## src/rtl/core/kar_pkg.sv

```systemverilog
// Shared types and constants for the key auto-repeat block.
package kar_pkg;

  localparam int unsigned KeyW   = 8;
  localparam int unsigned TimeW  = 32;
  localparam int unsigned DelayW = 16;

  // Configuration register indexes
  localparam logic CfgFirstDelay  = 1'b0;
  localparam logic CfgRepeatDelay = 1'b1;

  localparam logic [DelayW-1:0] FirstDelayRst  = 16'h0200;
  localparam logic [DelayW-1:0] RepeatDelayRst = 16'h0050;

  // Per-key state word
  typedef struct packed {
    logic             held;
    logic             repeating;
    logic [TimeW-1:0] last_fire;
  } kar_entry_t;

  // One key sample
  typedef struct packed {
    logic [KeyW-1:0]  key;
    logic             down;
    logic             repeat_mode;
    logic [TimeW-1:0] now;
  } kar_item_t;

endpackage

```

## src/rtl/core/kar_update.sv

```systemverilog
// Fire decision and next per-key state for one sample.
module kar_update
  import kar_pkg::*;
(
  input  kar_item_t         item_i,
  input  kar_entry_t        entry_i,
  input  logic [DelayW-1:0] first_delay_i,
  input  logic [DelayW-1:0] repeat_delay_i,
  output logic              fire_o,
  output kar_entry_t        entry_o
);

  logic [DelayW-1:0] delay;
  logic [TimeW-1:0]  elapsed;
  logic              rep_fire;

  always_comb begin
    delay    = entry_i.repeating ? repeat_delay_i : first_delay_i;
    elapsed  = item_i.now - entry_i.last_fire;
    rep_fire = !entry_i.held || (elapsed > {{(TimeW-DelayW){1'b0}}, delay});

    entry_o      = entry_i;
    entry_o.held = item_i.down;
    fire_o       = 1'b0;
    if (!item_i.down) begin
      entry_o.repeating = 1'b0;
    end else if (!item_i.repeat_mode) begin
      fire_o = 1'b1;
    end else if (rep_fire) begin
      fire_o            = 1'b1;
      entry_o.repeating = entry_i.repeating | entry_i.held;
      entry_o.last_fire = item_i.now;
    end
  end

endmodule

```

## config.mk

```make
export PLATFORM = sky130hd
export DESIGN_NAME = kar_update
export DESIGN_NICKNAME = d
export VERILOG_FILES = /design/src/rtl/core/kar_pkg.sv /design/src/rtl/core/kar_update.sv
export SDC_FILE = /design/constraint.sdc
export NUM_CORES = 1
export LEC_CHECK = 0
export BUFFER_PORTS_ARGS = -buffer_cell sky130_fd_sc_hd__buf_4
export CAP_MARGIN = 20
export CORE_ASPECT_RATIO = 2
export CORE_UTILIZATION = 51
export DETAILED_ROUTE_END_ITERATION = 8
export GPL_TIMING_DRIVEN = 0
export PLACE_DENSITY = 0.85
export SLEW_MARGIN = 10
export SYNTH_ARGS = -nofsm -noshare
export SYNTH_HDL_FRONTEND = slang
export SYNTH_SLANG_ARGS = --single-unit
```

## constraint.sdc

```tcl
create_clock -name vclk -period 8
set_input_delay 1.6 -clock vclk [all_inputs]
set_output_delay 1.6 -clock vclk [all_outputs]
set_load 0.01 [all_outputs]
```

* Word-level counts from Yosys, hierarchy flattened *
Cells that the tools add are included.
Widths: inputs -> output; s select.

word-level totals
  flip-flop bits (word level) = 0
  bits of input ports = 108
  output and inout bits = 35
  word-level logic and storage cells = 13

cells by class
  $add $sub $neg = 1
  order comparisons = 1
  multiplexer cells = 8
  bitwise gates (word level) = 1
  reductions and logical operators = 2

operator list
  operator          number
  $mux 33           2
  $gt 32x16->1      1
  $mux 32           1
  $sub 32x32->32    1
  $mux 16           1
  $mux 1            4
  $logic_not 1->1   1
  $logic_or 1x1->1  1
  $or 1x1->1        1

* Depth between registers and ports, before layout *
  depth in word-level cells = 6
  depth in mapped cells = 21
  mapped depth without buffers = 20

* Worst setup path before layout *
OpenSTA, ideal clock, no wires.

  path type = input to output
  start point = in item_i[0] (netlist name)
  end point = out entry_o[10] (netlist name)
  data arrival time = 5.507 ns
  data required time = 6.400 ns
  setup slack = 0.893 ns
  stages = 19
  cells stage by stage = inv_1 ha_1 fa_1 nand2b_1 a21oi_1 nor2_1 xnor2_1 ha_1 and2_0 a221o_1 a221oi_2 o21ai_1 o22a_1 a2111o_1 nor4_4 nand4_2 nand3_4 buf_12 mux2_4

RTL lines
  item             RTL line          RTL
  start, declared  kar_update.sv:5   input kar_item_t item_i,
  end, declared    kar_update.sv:10  output kar_entry_t entry_o

==> flow_metrics.env <==
export IMPL_layout_common_cells="141 x buf_4, 47 x ha_1"
export IMPL_hold_path_depth=3
export IMPL_routed_wl_um=12000
export IMPL_regArea_um2=0
export IMPL_synth_top_area_share_pct=17.8
export IMPL_pin_count=143
export IMPL_clock_buffers=0
export IMPL_num_nets_final=740
export IMPL_synth_area_leaders="ha_1 18%, mux2_4 13%, a21oi_1 5.9%, mux2i_1 5.5%, inv_1 4.0%"
export IMPL_rsz0062_at_grt="false"
export IMPL_fp_row_count=41
export IMPL_syn_to_final_growth_pct=38.1
export IMPL_synth_avg_cell_area_um2=7.49
export IMPL_ys_seq_area_share_pct=0
export IMPL_drive_gt1_share_pct=35.1
export IMPL_antenna_found_initial=0
export IMPL_path_common_cell="clkbuf_1"
export IMPL_hold_class="in2out"
export IMPL_dieArea_um2=6820
export IMPL_seq_cells=0
export IMPL_syn_num_nets=597
export IMPL_synth_top_area_cell="ha_1"
export IMPL_crit_fanout=10
export IMPL_arrival_ps=6270
export IMPL_post_drt_wl_per_cell_um=18.0
export IMPL_core_area_um2=6260
export IMPL_total_power_mw=0.375
export IMPL_critPathBufInv=4
export IMPL_grt_pass1_wl_um=17600
export IMPL_yosys_warnings=0
export IMPL_path_depth=16
export IMPL_viasPerCell=6.04
export IMPL_crit_path_end_kind="primary output"
export IMPL_synth_cells=441
export IMPL_slew_violations=0
export IMPL_syn_area_um2=3300
export IMPL_track_usage_pct=33.2
export IMPL_detailedPlace_worstSlack_ps=-41.2
export IMPL_power_density_nw_per_um2=82.1
export IMPL_drv_cap=0
export IMPL_place_area_um2=4420
export IMPL_final_common_cell="buf_4"
export IMPL_period_needed_ps=7870
export IMPL_stdcell_area_um2=4560
export IMPL_ys_types=66
export IMPL_worstMarginPinSlew_ps=731
export IMPL_antenna_cells=0
export IMPL_die_h_um=116
export IMPL_antenna_left=0
export IMPL_cp_start_kind="input port"
export IMPL_vdd_ir_drop_max_v=0.0000409
export IMPL_fmax_mhz=127
export IMPL_place_port_buffers=134
export IMPL_grt_max_degree=11
export IMPL_dp_hpwl_um=10100
export IMPL_p_leak_nw=2.30
export IMPL_finalSetupViolations=0
export IMPL_drtIter0Drc=236
export IMPL_cpLargestDelayFamily="compound AO/OA/AOI/OAI gates"
export IMPL_crit_required_ps=6400
export IMPL_grt_pass1_vias=3973
export IMPL_path_class="in2out"
export IMPL_start_util_pct=52.8
export IMPL_outcome="completed"
export IMPL_worst_slack_ps=134
export IMPL_gp_congestion=0.917
export IMPL_fillCellCount=549
export IMPL_path_cells="clkbuf_1 -> clkbuf_1 -> mux2i_1 -> ha_1 -> a21o_1 -> a221o_1 -> a221oi_2 -> o21ai_1 -> o22a_1 -> a2111o_1 -> nor4_4 -> nand4_2 -> nand3_4 -> clkbuf_16 -> mux2_4 -> buf_4"
export IMPL_maxSlewHeadroom_pct=51.3
export IMPL_grt_ovfl_total=0
export IMPL_holdBufCountCts=0
export IMPL_crit_slowest_cell="clkbuf_1"
export IMPL_dr_pass1_iters=4
export IMPL_final_hold_viol_count=0
export IMPL_route_detailed_drc=0
export IMPL_post_route_period_util_pct=98.3
export IMPL_vias=4032
export IMPL_dieWidth_um=58.9
export IMPL_cpPeakStageDelay_ps=620
==> report_power, final <==
part | switching, mW | internal [mW]
Clock | 0 | 0
Combinational | 0.199 | 0.176
Sequential | 0 | 0
==> cell families after synthesis <==
group	after synthesis	synth area share, %
AOI/OAI and AO/OA	134	27.0
muxes	50	19.7
xor gates and xnor gates	19	5.04
buffers and inverters	54	8.25
and+or+nand+nor	136	21.7
adders and majority gates	48	18.4
==> per-layer routing <==
| metal | track usage, % | share of wire [%] |
|---|---|---|
| met3 | 2.23 | 4.0 |
| met1 | 27.9 | 31 |
| met5 | 0 | 0 |
| met4 | 18.6 | 6.2 |
| met2 | 70.2 | 59 |
==> cell type report <==
class                      count  area [um2]  area share [%]
multi-input combinational    387        3070            67.3
timing repair buffer         141        1110            24.4
buffer                        19         141            3.10
inverter                      35         131            2.88
tap                           86         108            2.36
==> cells in the mapped netlist (5+ instances only) <==
cell type  number
ha_1           47
nand4_1        17
o21a_1          5
buf_2           8
a211oi_1        5
a21oi_1        39
o21ai_1        10
o211ai_1       10
o21ai_0        21
mux2_4         29
xnor2_1        14
nand2b_1       13
nor2_1         35
clkbuf_1        5
inv_1          35
mux2i_1        18
nand2_1        35
xor2_1          5
a21o_1          6
==> worst paths after layout <==
check,startpoint,endpoint,slack (ps)
setup / recovery,entry_i[32],entry_o[8],130
hold / removal,item_i[21],entry_o[21],3510
==> per-stage QoR <==
| stage | setup TNS [ps] | hold WS, ps | util (%) | std cells |
|---|---|---|---|---|
| after floorplan | 0 | 3290 | - | 441 |
| after global placement | 0 | 3510 | 70.6 | 661 |
| after detailed placement | -835 | 3510 | 70.6 | 661 |
| after CTS | 0 | 3510 | 70.7 | 661 |
| after global routing | 0 | 3520 | 72.9 | 668 |
| final | 0 | 3510 | 72.9 | 668 |
==> timing repair <==
action / CTS / global route
pin swaps: 0 / 6
endpoints found under the hold margin: 0 / 0
cloned: 0 / 3
endpoints found under the setup margin: 29 / 32
buffers inserted: 0 / 4
resized for setup: 1 / 9
Power figures use the tool's default switching activity.
